File: src/design/sirt_pkg.sv
// Package for the signed integer to radix text block: sizes, codes and state type.
`timescale 1ns / 1ps
package sirt_pkg;

    // Symbol slots in the alphabet and width of a slot index
    localparam int SLOTS  = 32;
    localparam int IDX_W  = 5;
    // Digit store depth: a 33-bit magnitude in radix 2 has 33 digits
    localparam int DIGITS = 33;
    localparam int ND_W   = 6;
    // Magnitude width and bit counter width
    localparam int MAG_W  = 33;
    localparam int BIT_W  = 6;

    localparam logic [7:0] CHAR_MINUS = 8'h2D;
    localparam logic [7:0] CHAR_PLUS  = 8'h2B;

    // Configuration register indexes
    localparam int CFG_IDX_W = 3;
    localparam logic [CFG_IDX_W-1:0] CFG_RADIX = 3'd0;
    localparam logic [CFG_IDX_W-1:0] CFG_WORD0 = 3'd1;
    localparam logic [CFG_IDX_W-1:0] CFG_WORD1 = 3'd2;
    localparam logic [CFG_IDX_W-1:0] CFG_WORD2 = 3'd3;
    localparam logic [CFG_IDX_W-1:0] CFG_WORD3 = 3'd4;

    typedef enum logic [2:0] {
        ST_IDLE,
        ST_DIV,
        ST_SIGN,
        ST_RD,
        ST_EMIT
    } t_state;

endpackage

File: src/design/sirt_ram.sv
// Generic single-write, single-read RAM with registered read data.
`timescale 1ns / 1ps
module sirt_ram #(
    parameter int WIDTH = 8,
    parameter int DEPTH = 33
) (
    input  logic                     i_clk,
    input  logic                     i_we,
    input  logic [$clog2(DEPTH)-1:0] i_waddr,
    input  logic [WIDTH-1:0]         i_wdata,
    input  logic [$clog2(DEPTH)-1:0] i_raddr,
    output logic [WIDTH-1:0]         o_rdata
);

    logic [WIDTH-1:0] r_mem [DEPTH];
    logic [WIDTH-1:0] r_rdata;

    // Write one entry, register the read
    always_ff @(posedge i_clk) begin
        if (i_we) begin
            r_mem[i_waddr] <= i_wdata;
        end
        r_rdata <= r_mem[i_raddr];
    end

    assign o_rdata = r_rdata;

endmodule

File: src/design/signed_int_to_custom_radix_text.sv
// Top level: signed 32-bit integer to text in a configured radix and alphabet.
`timescale 1ns / 1ps
// Usage
//   Input stream s_axis: one transfer carries one signed 32-bit value in tdata.
//   Output stream m_axis: one transfer per character, most significant digit
//   first, preceded by '-' for a negative value; tlast marks the final one.
//   Config port: write radix_size (index 0) and alphabet words 0..3 (1..4)
//   while idle. Each write starts an alphabet check sweep over every slot,
//   during which s_axis_tready is low. An invalid alphabet makes every value
//   produce no characters.
// Conversion
//   Each digit comes from a bit-serial restoring division of the 33-bit
//   magnitude by the radix. Digits go to a small RAM and are read back in
//   reverse, one read state and one emit state per character. The next value
//   is taken only after the last character has been loaded into the output
//   register.
// Reset
//   Synchronous, active low. Clears the control and configuration registers,
//   so the alphabet is invalid until configured. No clearing pass is needed.
// Back-pressure
//   A stalled m_axis holds the output register; the sequencer waits on it and
//   nothing is lost. A new value may be taken while the last character waits.
module signed_int_to_custom_radix_text #(
    parameter int MAX_RADIX = 32
) (
    input  logic                              i_clk,
    input  logic                              i_rst_n,
    // Configuration write port
    input  logic                              i_cfg_we,
    input  logic [sirt_pkg::CFG_IDX_W-1:0]    i_cfg_index,
    input  logic [63:0]                       i_cfg_data,
    // Input stream, tdata: [31:0] value
    input  logic                              s_axis_tvalid,
    output logic                              s_axis_tready,
    input  logic [31:0]                       s_axis_tdata,
    // Output stream, tdata: [7:0] character; tlast: last
    output logic                              m_axis_tvalid,
    input  logic                              m_axis_tready,
    output logic [7:0]                        m_axis_tdata,
    output logic                              m_axis_tlast
);

    import sirt_pkg::*;

    // Configuration registers
    logic [5:0]            r_radix;
    logic [4*64-1:0]       r_alph;

    // Alphabet check sweep
    logic                  r_chk_busy;
    logic [IDX_W-1:0]      r_chk_idx;
    logic                  r_chk_ok;
    logic                  r_alpha_ok;

    // Conversion sequencer
    t_state                r_state, n_state;
    logic [MAG_W-1:0]      r_quo, n_quo;
    logic [IDX_W-1:0]      r_rem, n_rem;
    logic [BIT_W-1:0]      r_bit;
    logic [ND_W-1:0]       r_nd;
    logic                  r_neg;

    // Output register
    logic                  r_out_valid;
    logic [7:0]            r_out_char;
    logic                  r_out_last;

    // Controls
    logic                  in_ready, in_xfer, out_free, out_load;
    logic [7:0]            load_char;
    logic                  load_last;
    logic                  bit_last, div_done, ram_we;
    logic [5:0]            rem_sh;
    logic                  q_bit;
    logic [MAG_W-1:0]      mag_in;
    logic [7:0]            ram_wdata, ram_rdata;
    logic [ND_W-1:0]       ram_raddr;
    logic                  chk_step_ok, radix_bad;
    logic [7:0]            chk_sym;

    // Pick one alphabet symbol
    function automatic logic [7:0] sym_at(input logic [4*64-1:0] alph,
                                          input logic [IDX_W-1:0] idx);
        sym_at = alph[{idx, 3'b000} +: 8];
    endfunction

    // ---------------- alphabet check ----------------
    assign radix_bad = (r_radix < 6'd2) || (int'(r_radix) > MAX_RADIX)
                     || (int'(r_radix) > SLOTS);
    assign chk_sym   = sym_at(r_alph, r_chk_idx);

    // Reject a swept symbol within the radix that is '+' or '-' or equals a later symbol within the radix
    always_comb begin
        chk_step_ok = 1'b1;
        if ({1'b0, r_chk_idx} < r_radix) begin
            if (chk_sym == CHAR_PLUS || chk_sym == CHAR_MINUS) begin
                chk_step_ok = 1'b0;
            end
            for (int b = 0; b < SLOTS; b++) begin
                if ((IDX_W'(b) > r_chk_idx) && (6'(b) < r_radix)
                        && (sym_at(r_alph, IDX_W'(b)) == chk_sym)) begin
                    chk_step_ok = 1'b0;
                end
            end
        end
    end

    // Hold configuration and run the sweep after each write
    always_ff @(posedge i_clk) begin
        if (!i_rst_n) begin
            r_radix    <= '0;
            r_alph     <= '0;
            r_chk_busy <= 1'b0;
            r_chk_idx  <= '0;
            r_chk_ok   <= 1'b0;
            r_alpha_ok <= 1'b0;
        end else if (i_cfg_we) begin
            unique case (i_cfg_index)
                CFG_RADIX: r_radix          <= i_cfg_data[5:0];
                CFG_WORD0: r_alph[0*64 +: 64] <= i_cfg_data;
                CFG_WORD1: r_alph[1*64 +: 64] <= i_cfg_data;
                CFG_WORD2: r_alph[2*64 +: 64] <= i_cfg_data;
                CFG_WORD3: r_alph[3*64 +: 64] <= i_cfg_data;
                default: ;
            endcase
            r_chk_busy <= 1'b1;
            r_chk_idx  <= '0;
            r_chk_ok   <= 1'b1;
            r_alpha_ok <= 1'b0;
        end else if (r_chk_busy) begin
            r_chk_ok  <= r_chk_ok & chk_step_ok;
            r_chk_idx <= r_chk_idx + 1'b1;
            if (r_chk_idx == IDX_W'(SLOTS - 1)) begin
                r_chk_busy <= 1'b0;
                r_alpha_ok <= r_chk_ok & chk_step_ok & ~radix_bad;
            end
        end
    end

    // ---------------- datapath helpers ----------------
    assign mag_in   = s_axis_tdata[31] ? (33'h1_0000_0000 - {1'b0, s_axis_tdata})
                                       : {1'b0, s_axis_tdata};
    assign rem_sh   = {r_rem, r_quo[MAG_W-1]};
    assign q_bit    = (rem_sh >= r_radix);
    assign n_rem    = q_bit ? IDX_W'(rem_sh - r_radix) : IDX_W'(rem_sh);
    assign n_quo    = {r_quo[MAG_W-2:0], q_bit};
    assign bit_last = (r_bit == BIT_W'(MAG_W - 1));
    assign div_done = (n_quo == '0) || (r_nd == ND_W'(DIGITS - 1));
    assign out_free = !r_out_valid || m_axis_tready;
    assign ram_wdata = sym_at(r_alph, n_rem);
    assign ram_raddr = (r_nd == '0) ? '0 : r_nd - 1'b1;

    // ---------------- next state ----------------
    always_comb begin
        n_state = r_state;
        unique case (r_state)
            ST_IDLE: begin
                if (in_xfer && r_alpha_ok) n_state = ST_DIV;
            end
            ST_DIV: begin
                if (bit_last && div_done) n_state = r_neg ? ST_SIGN : ST_RD;
            end
            ST_SIGN: begin
                if (out_free) n_state = ST_RD;
            end
            ST_RD: begin
                n_state = ST_EMIT;
            end
            ST_EMIT: begin
                if (out_free) n_state = (r_nd == ND_W'(1)) ? ST_IDLE : ST_RD;
            end
            default: n_state = ST_IDLE;
        endcase
    end

    // ---------------- outputs of the sequencer ----------------
    always_comb begin
        in_ready  = 1'b0;
        ram_we    = 1'b0;
        out_load  = 1'b0;
        load_char = ram_rdata;
        load_last = 1'b0;
        unique case (r_state)
            ST_IDLE: in_ready = !r_chk_busy;
            ST_DIV:  ram_we   = bit_last;
            ST_SIGN: begin
                out_load  = out_free;
                load_char = CHAR_MINUS;
            end
            ST_RD: ;
            ST_EMIT: begin
                out_load  = out_free;
                load_last = (r_nd == ND_W'(1));
            end
            default: ;
        endcase
    end

    assign in_xfer = s_axis_tvalid && in_ready;

    // ---------------- sequencer registers ----------------
    always_ff @(posedge i_clk) begin
        if (!i_rst_n) begin
            r_state <= ST_IDLE;
            r_nd    <= '0;
            r_bit   <= '0;
        end else begin
            r_state <= n_state;
            if (in_xfer) begin
                r_nd  <= '0;
                r_bit <= '0;
            end else if (r_state == ST_DIV) begin
                r_bit <= bit_last ? '0 : r_bit + 1'b1;
                if (bit_last) r_nd <= r_nd + 1'b1;
            end else if (r_state == ST_EMIT && out_free) begin
                r_nd <= r_nd - 1'b1;
            end
        end
    end

    // Shift the dividend and remainder one bit per cycle
    always_ff @(posedge i_clk) begin
        if (in_xfer) begin
            r_quo <= mag_in;
            r_rem <= '0;
            r_neg <= s_axis_tdata[31];
        end else if (r_state == ST_DIV) begin
            r_quo <= n_quo;
            r_rem <= bit_last ? '0 : n_rem;
        end
    end

    // ---------------- output register ----------------
    always_ff @(posedge i_clk) begin
        if (!i_rst_n) begin
            r_out_valid <= 1'b0;
        end else if (out_load) begin
            r_out_valid <= 1'b1;
        end else if (m_axis_tready) begin
            r_out_valid <= 1'b0;
        end
    end

    always_ff @(posedge i_clk) begin
        if (out_load) begin
            r_out_char <= load_char;
            r_out_last <= load_last;
        end
    end

    // Digit store, written least significant digit first
    sirt_ram #(
        .WIDTH (8),
        .DEPTH (DIGITS)
    ) u_digits (
        .i_clk   (i_clk),
        .i_we    (ram_we),
        .i_waddr (r_nd),
        .i_wdata (ram_wdata),
        .i_raddr (ram_raddr),
        .o_rdata (ram_rdata)
    );

    assign s_axis_tready = in_ready;
    assign m_axis_tvalid = r_out_valid;
    assign m_axis_tdata  = r_out_char;
    assign m_axis_tlast  = r_out_last;

    // ---------------- assertions ----------------
    a_no_accept_in_check: assert property (@(posedge i_clk) disable iff (!i_rst_n)
        r_chk_busy |-> !s_axis_tready)
        else $error("value taken during alphabet check");

    a_digit_bound: assert property (@(posedge i_clk) disable iff (!i_rst_n)
        (r_state == ST_DIV) |-> (r_nd < ND_W'(DIGITS)))
        else $error("digit store overrun");

    a_emit_has_digit: assert property (@(posedge i_clk) disable iff (!i_rst_n)
        (r_state == ST_EMIT || r_state == ST_RD) |-> (r_nd != '0))
        else $error("emit with empty digit store");

    a_last_ends_run: assert property (@(posedge i_clk) disable iff (!i_rst_n)
        (out_load && load_last) |=> (r_state == ST_IDLE))
        else $error("sequencer busy after last character");

endmodule
File: config.mk
export PLATFORM = sky130hd
export DESIGN_NAME = signed_int_to_custom_radix_text
export DESIGN_NICKNAME = d
export VERILOG_FILES = /design/src/design/sirt_pkg.sv /design/src/design/sirt_ram.sv /design/src/design/signed_int_to_custom_radix_text.sv
export SDC_FILE = /design/constraint.sdc
export NUM_CORES = 1
export LEC_CHECK = 0
export BUFFER_PORTS_ARGS = -buffer_cell sky130_fd_sc_hd__buf_2
export CAP_MARGIN = 30
export CELL_PAD_IN_SITES_DETAIL_PLACEMENT = 2
export CELL_PAD_IN_SITES_GLOBAL_PLACEMENT = 2
export CORE_UTILIZATION = 44
export CTS_CLUSTER_DIAMETER = 30
export DETAILED_ROUTE_END_ITERATION = 16
export PLACE_DENSITY_LB_ADDON = 0.1
export RECOVER_POWER = 25
export SYNTH_ARGS = -nofsm -noshare
export SYNTH_HDL_FRONTEND = slang
export SYNTH_SLANG_ARGS = --single-unit
File: constraint.sdc
create_clock -name i_clk -period 17.33 [get_ports i_clk]
set_clock_uncertainty 0.05 [all_clocks]
set_input_delay 1.733 -clock i_clk [delete_from_list [all_inputs] [get_ports i_clk]]
set_output_delay 1.733 -clock i_clk [all_outputs]
set_load 0.01 [all_outputs]
; ---- After elaboration in Yosys (flattened, before gate mapping)
; Memory sizes are Yosys's and may differ from the RTL's. A register that Yosys moved wholly into a read port is not among the register bits.
; Cells that the tools add are included.
; W data, S select, Z words.
[classes]
addsub = 6
order_cmp = 68
eq_ne = 51
shifts = 2
n_mux = 63
bitwise = 4
n_reduce_logical = 94
[op_table]
columns = cell, count
row1 = $shiftx A256 B9 Y8, 2
row2 = $eq A8 B8 Y1, 32
row3 = $mux W33, 3
row4 = $lt A5 B6 Y1 const A, 16
row5 = $gt A5 B5 Y1 const A, 16
row6 = $logic_and A1 B1 Y1, 68
row7 = $lt A4 B6 Y1 const A, 8
row8 = $mux W1, 47
row9 = $gt A4 B5 Y1 const A, 8
row10 = $logic_not A33 Y1, 1
row11 = $sub A33 B32 Y33 const A, 1
row12 = $mux W6, 5
row13 = $lt A3 B6 Y1 const A, 4
row14 = $gt A3 B5 Y1 const A, 4
row15 = $eq A8 B6 Y1 const B, 2
row16 = $pmux W3 S5, 1
row17 = $reduce_and A2 Y1, 7
row18 = $add A6 B1 Y6 const B, 2
row19 = $eq A3 B2 Y1 const B, 4
row20 = $eq A6 B6 Y1 const B, 2
row21 = $lt A1 B6 Y1 const A, 2
row22 = $lt A2 B6 Y1 const A, 2
row23 = $mux W3, 4
row24 = $gt A1 B5 Y1 const A, 2
row25 = other kinds (24), 45
[totals]
regBits = 334
ramBits = 264
wordCells = 307
memories = 1
[memory_table]
columns = memory, words, word_bits, rd, rd_ports_with_merged_regs, wr, line
row1 = u_digits.r_mem, 33, 8, 1, 1, 1, sirt_ram.sv:15  ; logic [WIDTH-1:0] r_mem [DEPTH];

; ---- Longest topological paths before layout
; Gate-level depths: netlist (run 1).
[depth]
word_depth = 40
ltp_mapped = 17

; ---- Hierarchy
; A second synthesis (run 1) with hierarchy kept.
[unflattened]
cells_unflattened = 3098
area_unflattened_um2 = 32038.2
[modules_own_cells]
columns = module, instances, cells_per_inst, area_each_um2, seq_area_each_um2
row1 = signed_int_to_custom_radix_text, 1, 2504, 21316.7, 7116.8
row2 = sirt_ram, 1, 594, 10721.5, 8087.8

; ---- Worst setup path after synthesis (run 1)
; No wires, ideal clock.
[synth_path]
path_kind = register -> register
start = reg r_radix[1]
end = mem u_digits.r_mem[0][7] (data pin)
setup_time_ns = 0.487
t_arrival_ns = 5.169
required_time_ns = 16.793
slack_ns = 11.624
path_stages_with_launch = 16
path_buffers = 3
synth_period_minus_slack_ns = 5.706
path_cell_list = dfxtp_1 clkbuf_1 inv_1 fa_1 a21o_1 a21oi_1 nand2_1 a21o_1 a21oi_2 mux2i_1 buf_2 buf_1 mux4_2 mux2i_1 a22o_1 a221oi_1
[synth_between]
elab_chain_len = 3
[synth_rtl]
columns = element, line
row1 = "start, declared", signed_int_to_custom_radix_text.sv:46  ; logic [5:0] r_radix;
row2 = "start signal, assigned", signed_int_to_custom_radix_text.sv:119  ; CFG_RADIX: r_radix <= i_cfg_data[5:0];
row3 = $sub A5 B5 Y5 or $ge A6 B6 Y1 (tied branches), "signed_int_to_custom_radix_text.sv:145, signed_int_to_custom_radix_text.sv:144"
row4 = $mux W5 (*), signed_int_to_custom_radix_text.sv:145  ; assign n_rem = q_bit ? IDX_W'(rem_sh - r_radix) : IDX_W'(rem_sh);
row5 = $shiftx A256 B9 Y8 (*), signed_int_to_custom_radix_text.sv:84  ; sym_at = alph[{idx, 3'b000} +: 8];
row6 = net ram_wdata[7], signed_int_to_custom_radix_text.sv:76  ; logic [7:0] ram_wdata, ram_rdata;
row7 = "end, declared", sirt_ram.sv:15
; Mark *: on every way through the listed nets, which the timed path passes. The rest lies on a longest branch.

; ---- Worst setup path after layout (run 1)
[layout_path]
start = in i_rst_n
end = reg r_alph[88]
[layout_rtl]
columns = element, line
row1 = "start, declared", signed_int_to_custom_radix_text.sv:27  ; input logic i_rst_n,
row2 = "end signal, assigned by index", signed_int_to_custom_radix_text.sv:120  ; CFG_WORD0: r_alph[0*64 +: 64] <= i_cfg_data;
row3 = "end signal, assigned by index", signed_int_to_custom_radix_text.sv:121  ; CFG_WORD1: r_alph[1*64 +: 64] <= i_cfg_data;
row4 = "end signal, assigned by index", signed_int_to_custom_radix_text.sv:122  ; CFG_WORD2: r_alph[2*64 +: 64] <= i_cfg_data;
row5 = "end, declared", signed_int_to_custom_radix_text.sv:47  ; logic [4*64-1:0] r_alph;
; No word-level cell between the ends.

==> metrics list, run 1 <==
- Measured on the finished design, the core utilization comes to 54.1%.
* Sequential Area: 15,200 µm²
- Total power for the finished layout comes to 0.00563 W.
- Post-layout nets: 3,486
- Based on the critical path, the design can be clocked at up to 0.133 GHz.
* Slew at the pin with the worst max-slew slack: 4.50 ns
* Endpoint of the worst register-to-register path: u_digits.r_mem[3][7]$_DFFE_PP_
* GRT overflow: 0
* Count of endpoints failing hold in the final timing report: 0
- Number of max-capacitance violations reported: 5
- TritonCTS built the clock tree.
- Row generation in the floorplan step produced 98 rows.
- The first global-routing pass estimated 241,000 µm of wire.
- Summing all multi-input logic gate instances after layout gives 16,100 µm².
- Synth cell types: 71
- Once detail routing completed, the nets flagged for antenna violations numbered 0.
- For this block, the initial DRC count from the detailed router was 3,098.
- Main area contributors after synthesis: edfxtp_1, dfxtp_1, nand2_1
* Final wirelength: 171,000 µm
- Counting along the longest clock path gives a buffer depth of 3.
- The tree built by TritonCTS fans out to 606 sinks.
- Post-synthesis instance area: 32,300 µm²
* Number of vias in the routed layout: 29,875
- Worst hold path startpoint: r_alph[5]$_SDFFE_PN0P_
* Register-to-Register Setup Slack: 10.79 ns
* Number of cells on the worst hold path: 2
- Unrepaired setup endpoints after global routing: false
* Routability congestion estimate from global placement: 0.974
- For this run, asynchronously set or reset flops after synthesis account for 0%.
- The layout has 7,124 filler cells.
- R2R cell count: 15
- Reg-to-Reg Start: r_radix[1]$_SDFFE_PN0P_
* Layout cell share with drive strength beyond 1: 16.2%
* Chip width: 273 µm
* Total non-filler cell area in the finished layout: 39,000 µm²
- Entering global routing, the biggest net connects 105 pins.
* CP arrival: 8.08 ns
* Main flop type after synthesis: edfxtp_1
- Counting flops and latches in the post-synthesis netlist gives 606.
- STA puts the critical path data required time at 17.88 ns.
* Total of warnings raised by yosys: 0
- In this run the number of H-tree levels came out at 4.
- In the routed design, unresolved DRC markers number 0.
- Worst-path fanout max: 105
- Nature of the critical path endpoint: flop
* Yosys top cell by area: edfxtp_1
* Post-synth top area share: 28.5%
* Hold Path Class: reg -> reg
- Number of enable flip-flop cells after synthesis: 307
- Number of buffers created by CTS: 145
- For this configuration, the core starts out at a cell density of 44.8%.
- Part of the Yosys area used for sequential elements: 47.1%
- Via count of the first global-routing pass: 32,065
- Pin placement for this block handled 115 I/O pins.
- Clock latency on the worst-skew pair, taken at its later pin, is 0.75 ns.
- Vias per cell: 6.74
* Min Hold Slack: 0.468 ns
- Total leakage power: 14.3 nW
- Period utilisation layout: 43.4%
- Power per cell area: 144 nW/µm²
- Average cell area after synthesis: 9.95 µm²
- The cell sitting at the root of the clock tree is a clkbuf_16.
- For the finished layout, the period the worst path requires is 7.53 ns.
- The number of slew-limit violations in the final report is 348.
- Setup violations remaining at the end of the flow were counted as 0.
- The flow ran to the end, but the final reports show violations.
- Dividing the detail-routed wire length by the instance count gives 38.5 µm.
- Measured along the y axis, the die boundary spans 273 µm.
* Clock edge transition at the registers on the reported setup and hold paths: 0.05 ns
* Maximum ir drop on the vdd rail: 0.128 mV
- In this run, post-CTS repair resized a total of 0 instances.
* Total negative slack for setup checks: 0 ns
- Number of antenna violations at the first check in global routing: 8
- Global routing usage summed across all routing layers: 45.2%
- In this run the cell area measured after placement is 33,900 µm².
- Sum of net half-perimeters after detailed placement: 105,000 µm
- Number of standard cells after synthesis: 3,246
- Worst Setup Start Kind: primary input
- The critical path is of the in -> reg type.
- For this design, the CTS-stage hold fixing added 0 buffers.
- The die covers 74,500 µm².
- The number of nets handed over by synthesis was 3,372.
- For this run, the detailed router's first-pass iteration total came to 6.
- Layout overhead on the synthesized area: 20.8%
- Count of port buffers added during placement: 114
- Core Area: 72,100 µm²
* Post-CTS setup buffer count: 0
- Hold-critical path endpoint: r_alph[5]$_SDFFE_PN0P_
- The checks that failed: max-capacitance violations, max-slew violations.
* Worst max-slew margin expressed relative to the limit: -200%
[cell usage in the layout (no fill, tap or decap), drive strengths merged, types with 12 or more instances in the layout]
cell	synthesis	final
o21ai	100	100
clkbuf	171	189
xnor2	105	105
or3	16	16
a21oi	56	56
nor2	99	99
mux4	73	73
nor2b	17	17
nand4	54	54
ha	21	21
a21boi	250	250
nand2b	12	12
bufinv	0	16
a311oi	25	25
inv	27	37
edfxtp	307	307
nand2	751	751
buf	71	198
xor2	188	188
dfxtp	299	299
nor4	40	40
o22ai	19	19
a31oi	12	12
mux2i	160	160
and3	17	17
o221ai	48	48
nor3	31	31
clkinv	1	51
nand3	115	115
a22oi	36	36
a221oi	13	13
[worst max-delay path, cell delays in order]
cell	delay (ns)
clkbuf_1	3.10
clkbuf_1	2.61
a21boi_0	0.47
[flip-flops by register name, indices dropped and copies added, names as in the netlist, 3 cells and up]
| register | cells |
|---|---|
| r_rem | 5 |
| u_digits.r_mem | 264 |
| r_radix | 6 |
| r_alph | 256 |
| r_chk_idx | 5 |
| u_digits.o_rdata | 8 |
| r_quo | 33 |
| r_bit | 6 |
| r_nd | 6 |
| m_axis_tdata | 8 |
| r_state | 3 |
[synthesized netlist by cell type, drive strengths merged (17+ instances only)]
master / count
nand2: 751
edfxtp: 307
dfxtp: 299
a21boi: 250
xor2: 188
clkbuf: 171
mux2i: 160
nand3: 115
xnor2: 105
o21ai: 100
nor2: 99
mux4: 73
buf: 71
a21oi: 56
nand4: 54
o221ai: 48
nor4: 40
a22oi: 36
nor3: 31
inv: 27
a311oi: 25
ha: 21
o22ai: 19
and3: 17
nor2b: 17
[per-stage QoR]
stage,cells,setup WS (ns)
detailed placement,4152,11.22
global placement,4126,11.14
CTS,4416,10.84
global route,4428,9.57
floorplan,3246,11.62
finish,4432,9.80
[cell families after synthesis]
group,Yosys count,synth area share [%]
buf+inv,270,3.82
compound gates,622,13.7
xor+xnor,293,7.94
simple gates,1196,16.4
fa+ha+maj,22,0.875
flops,606,47.1
mux,237,10.2
[power by group]
part	internal, W	leakage [nW]	switching, W	total (W)
logic	0.000286	6.66	0.000675	0.000961
clock network	0.00185	2.41	0.000989	0.00284
registers	0.00176	5.25	0.0000678	0.00183
total	0.00390	14.3	0.00173	0.00563
[cell type report]
| cell class | count | area share [%] |
|---|---|---|
| clock inverter | 86 | 2.66 |
| multi-input combinational | 2370 | 41.3 |
| inverter | 28 | 0.269 |
| sequential | 606 | 39.0 |
| timing repair buffer | 209 | 3.62 |
| clock buffer | 178 | 10.0 |
| antenna | 5 | 0.0321 |
| tap | 950 | 3.05 |
[routing by layer]
metal	part of all wire (%)	global-route usage [%]
met1	36	50.5
met2	48	75.3
met3	7.2	9.44
met4	9.2	35.6
met5	0.023	0
[worst max path at each step]
stage	from	slack [ns]	cells past startpoint	endpoint
2_1_floorplan	r_radix[1]$_SDFFE_PN0P_	11.62	15	u_digits.r_mem[0][7]$_DFFE_PP_
3_3_place_gp	r_radix[1]$_SDFFE_PN0P_	11.14	14	u_digits.r_mem[16][7]$_DFFE_PP_
3_5_place_dp	r_radix[1]$_SDFFE_PN0P_	11.22	15	u_digits.r_mem[17][7]$_DFFE_PP_
4_1_cts	r_radix[1]$_SDFFE_PN0P_	10.84	13	u_digits.r_mem[19][4]$_DFFE_PP_
5_1_grt	i_rst_n	9.57	3	r_alph[88]$_SDFFE_PN0P_
6_report	i_rst_n	9.80	3	r_alph[88]$_SDFFE_PN0P_
No activity file was read; power rests on OpenSTA's default activity.
==> inputs of run 2 (changes only) <==
--- a/config.mk
+++ b/config.mk
@@ -9,7 +9,7 @@
 export CAP_MARGIN = 30
 export CELL_PAD_IN_SITES_DETAIL_PLACEMENT = 2
 export CELL_PAD_IN_SITES_GLOBAL_PLACEMENT = 2
-export CORE_UTILIZATION = 44
+export CORE_UTILIZATION = 41
 export CTS_CLUSTER_DIAMETER = 30
 export DETAILED_ROUTE_END_ITERATION = 16
 export PLACE_DENSITY_LB_ADDON = 0.1
==> constraint.sdc (replaced) <==
create_clock -name i_clk -period 7.2 [get_ports i_clk]
set_clock_uncertainty 0.05 [all_clocks]
set_input_delay 0.72 -clock i_clk [delete_from_list [all_inputs] [get_ports i_clk]]
set_output_delay 0.72 -clock i_clk [all_outputs]
set_load 0.01 [all_outputs]
==> run 2 against run 1 <==
Combinational power increased by 130%. Flip-flop and latch count unchanged. Setup slack got worse by 8.4 ns. First-iteration DRC count decreased by 22%. Count of clock-buffer cells in the layout increased by 5. Global-route usage decreased by 5.7 points. The run still ends with max-capacitance violations, max-slew violations left. Largest cell class unchanged. Total power increased by 140%. Critical endpoint is now u_digits.r_mem[19][2]$_DFFE_PP_. Highest routed layer unchanged.
==> metrics list, run 2 (same netlist as run 1, synthesis figures left out) <==
* Count of port buffers added during placement: 114
- For this configuration, the core starts out at a cell density of 41.6%.
- Area enclosed by the die boundary: 79,900 µm²
- Counting tap cells, the placed design contains a total of 4,250 instances.
- The run finished, with violations left.
- Met3 Wirelength: 9200 µm
* Number of setup violations in the final report: 0
- TritonCTS clock tree: done
- The design draws 0.0134 W.
- In this run the deepest clock path goes through 3 buffers.
- Highest-count cells in the layout ignoring fill and taps: nand2_1, edfxtp_1, dfxtp_1
- Across every metal layer, demand over resource in global routing totals 39.6%.
- Util after Layout: 50.6%
- Nature of the critical path endpoint: flop
* Unrepaired setup endpoints after global routing: false
* First-pass GRT wire length: 225,000 µm
- Post-route DRC violation count: 0
- The count of nets left with antenna violations once routing finished came out at 0.
- Clock-pin slew was measured on the worst setup and hold paths at 0.04 ns.
- Sum of net half-perimeters after detailed placement: 106,000 µm
- Hold Path Class: in -> reg
- After the first detailed-routing iteration, the DRC count stood at 2,431.
- Adding up every negative setup slack in the final design gives 0 ns.
* GRT overflow: 0
- Final-report max-slew violation count: 237
- After detailed routing, the met2 layer carries 77,000 µm of wire.
* Drt first pass iters: 5
- Across all layers, the routed design uses 28,481 vias.
- Buffer cell driving the clock tree root: clkbuf_16
* Core Area: 77,700 µm²
- Layout overhead on the synthesized area: 21.6%
* Slew at the pin with the worst max-slew slack: 4.53 ns
- Number of levels in the clock H-tree: 4
- For this design the static power due to leakage is 14.4 nW.
- The number of antenna violations at the first check in global routing came to 5.
- The path with the worst hold slack has its endpoint at r_alph[180]$_SDFFE_PN0P_.
- After clock tree synthesis, the flow added hold-fix buffers numbering 0.
- Across the run, the number of max-cap violations was 4.
- In this run the worst setup path begins at r_radix[1]$_SDFFE_PN0P_.
- Number of cells on the worst hold path: 3
* Worst Setup Start Kind: flop
- After the last flow step, the layout net total stands at 3,490.
- Endpoint of the worst register-to-register path: u_digits.r_mem[19][2]$_DFFE_PP_
* Number of cells upsized or downsized after cts: 0
- Chip width: 283 µm
- R2R cell count: 16
- The checks that failed: max-capacitance violations, max-slew violations.
- The register with the most flip-flops in the layout has 264 of them.
* Post-CTS setup buffer count: 0
- Based on the critical path, the design can be clocked at up to 0.174 GHz.
- Number of placed I/O pins: 115
* Register-to-Register Setup Slack: 1.45 ns
- Dividing the detail-routed wire length by the instance count gives 35.1 µm.
- Entering global routing, the biggest net connects 113 pins.
* Routability congestion estimate from global placement: 0.999
- From bottom edge to top edge, the die measures 283 µm.
- Minimum clock period after layout: 5.75 ns
- The detailed router put a total of 59,100 µm of wire on met1.
* CP arrival: 6.21 ns
- Final cell count without fillers: 4,520
- The library cell used most frequently in the layout, excluding fill and tap cells, is nand2_1.
- Top sig layer: met5
- IR analysis of the VDD net gives a maximum drop of 0.200 mV.
- The number of failing hold endpoints at the final stage is 0.
- Largest register by flop count: u_digits.r_mem
- Vias per cell: 6.30
- Worst max-slew margin expressed relative to the limit: -202%
- The post-route netlist has 16.0% of its cells at a drive strength greater than 1.
- Period utilisation layout: 79.9%
* Via count of the first global-routing pass: 30,590
* Reg-to-Reg Start: r_radix[1]$_SDFFE_PN0P_
* Number of buffers created by CTS: 142
- Dividing total power by cell area gives a power density of 340 nW/µm².
- Largest regs: u_digits.r_mem x264, r_alph x256, r_quo x33
- At the later pin of the worst-skew pair, clock insertion delay measures 0.74 ns.
* Clock Sink Count: 606
- Required @ worst endpoint: 7.66 ns
- After floorplanning, the core was divided into 102 placement rows.
* CP Class: reg -> reg
- Worst hold path startpoint: i_cfg_data[52]
- Final wirelength: 158,000 µm
- Worst-path fanout max: 31
run 2: layout make-up:
class | count | area [µm²]
Tap cell | 1040 | 1300
Clock inverter | 76 | 1120
Inverter | 28 | 105
Timing Repair Buffer | 216 | 1510
Fill cell | 7857 | 38400
Antenna cell | 1 | 2.50
Clock buffer | 183 | 3920
Sequential cell | 606 | 15200
Multi-Input combinational cell | 2370 | 16100
run 2: power breakdown:
group / total (W) / leakage, nW / switching (W) / internal (W)
combinational: 0.00217 / 6.70 / 0.00145 / 0.000720
clock: 0.00679 / 2.44 / 0.00228 / 0.00451
sequential: 0.00440 / 5.25 / 0.000163 / 0.00424
run 2: metrics by stage:
stage | area [µm²] | worst slack, ns | hold slack (ns)
floorplan | 32300 | 1.49 | 0.379
global placement | 33900 | 1.47 | 0.404
detailed placement | 34200 | 1.36 | 0.445
CTS | 39200 | 1.27 | 0.203
global route | 39300 | 1.31 | 0.237
finish | 39300 | 1.45 | 0.235
run 2: how the worst max path moves through the flow:
stage                                           end  cells after the start
floorplan            u_digits.r_mem[0][7]$_DFFE_PP_                     15
global placement    u_digits.r_mem[17][3]$_DFFE_PP_                     12
detailed placement  u_digits.r_mem[18][6]$_DFFE_PP_                     12
CTS                  u_digits.r_mem[0][6]$_DFFE_PP_                     12
global route        u_digits.r_mem[19][2]$_DFFE_PP_                     16
finish              u_digits.r_mem[19][2]$_DFFE_PP_                     16
run 2: layer usage:
metal | vias up | track usage [%]
li1 | 11943 | -
met1 | 14684 | 44.6
met2 | 1334 | 67.3
met3 | 516 | 7.53
met4 | 4 | 28.3
met5 | - | 0
run 2: critical path: stages, from the launching register on:
cell and delay [ns]:
dfxtp_1 0.57, inv_1 0.24, fa_1 0.51, a21o_1 0.20, a21oi_1 0.26, nand2_1 0.08, a21o_1 0.19, a21oi_2 0.64
mux2i_4 0.64, buf_16 0.23, buf_4 0.22, buf_4 0.27, mux4_2 0.23, mux2i_1 0.06, a22o_1 0.25, a221oi_4 0.44
buf_4 0.42
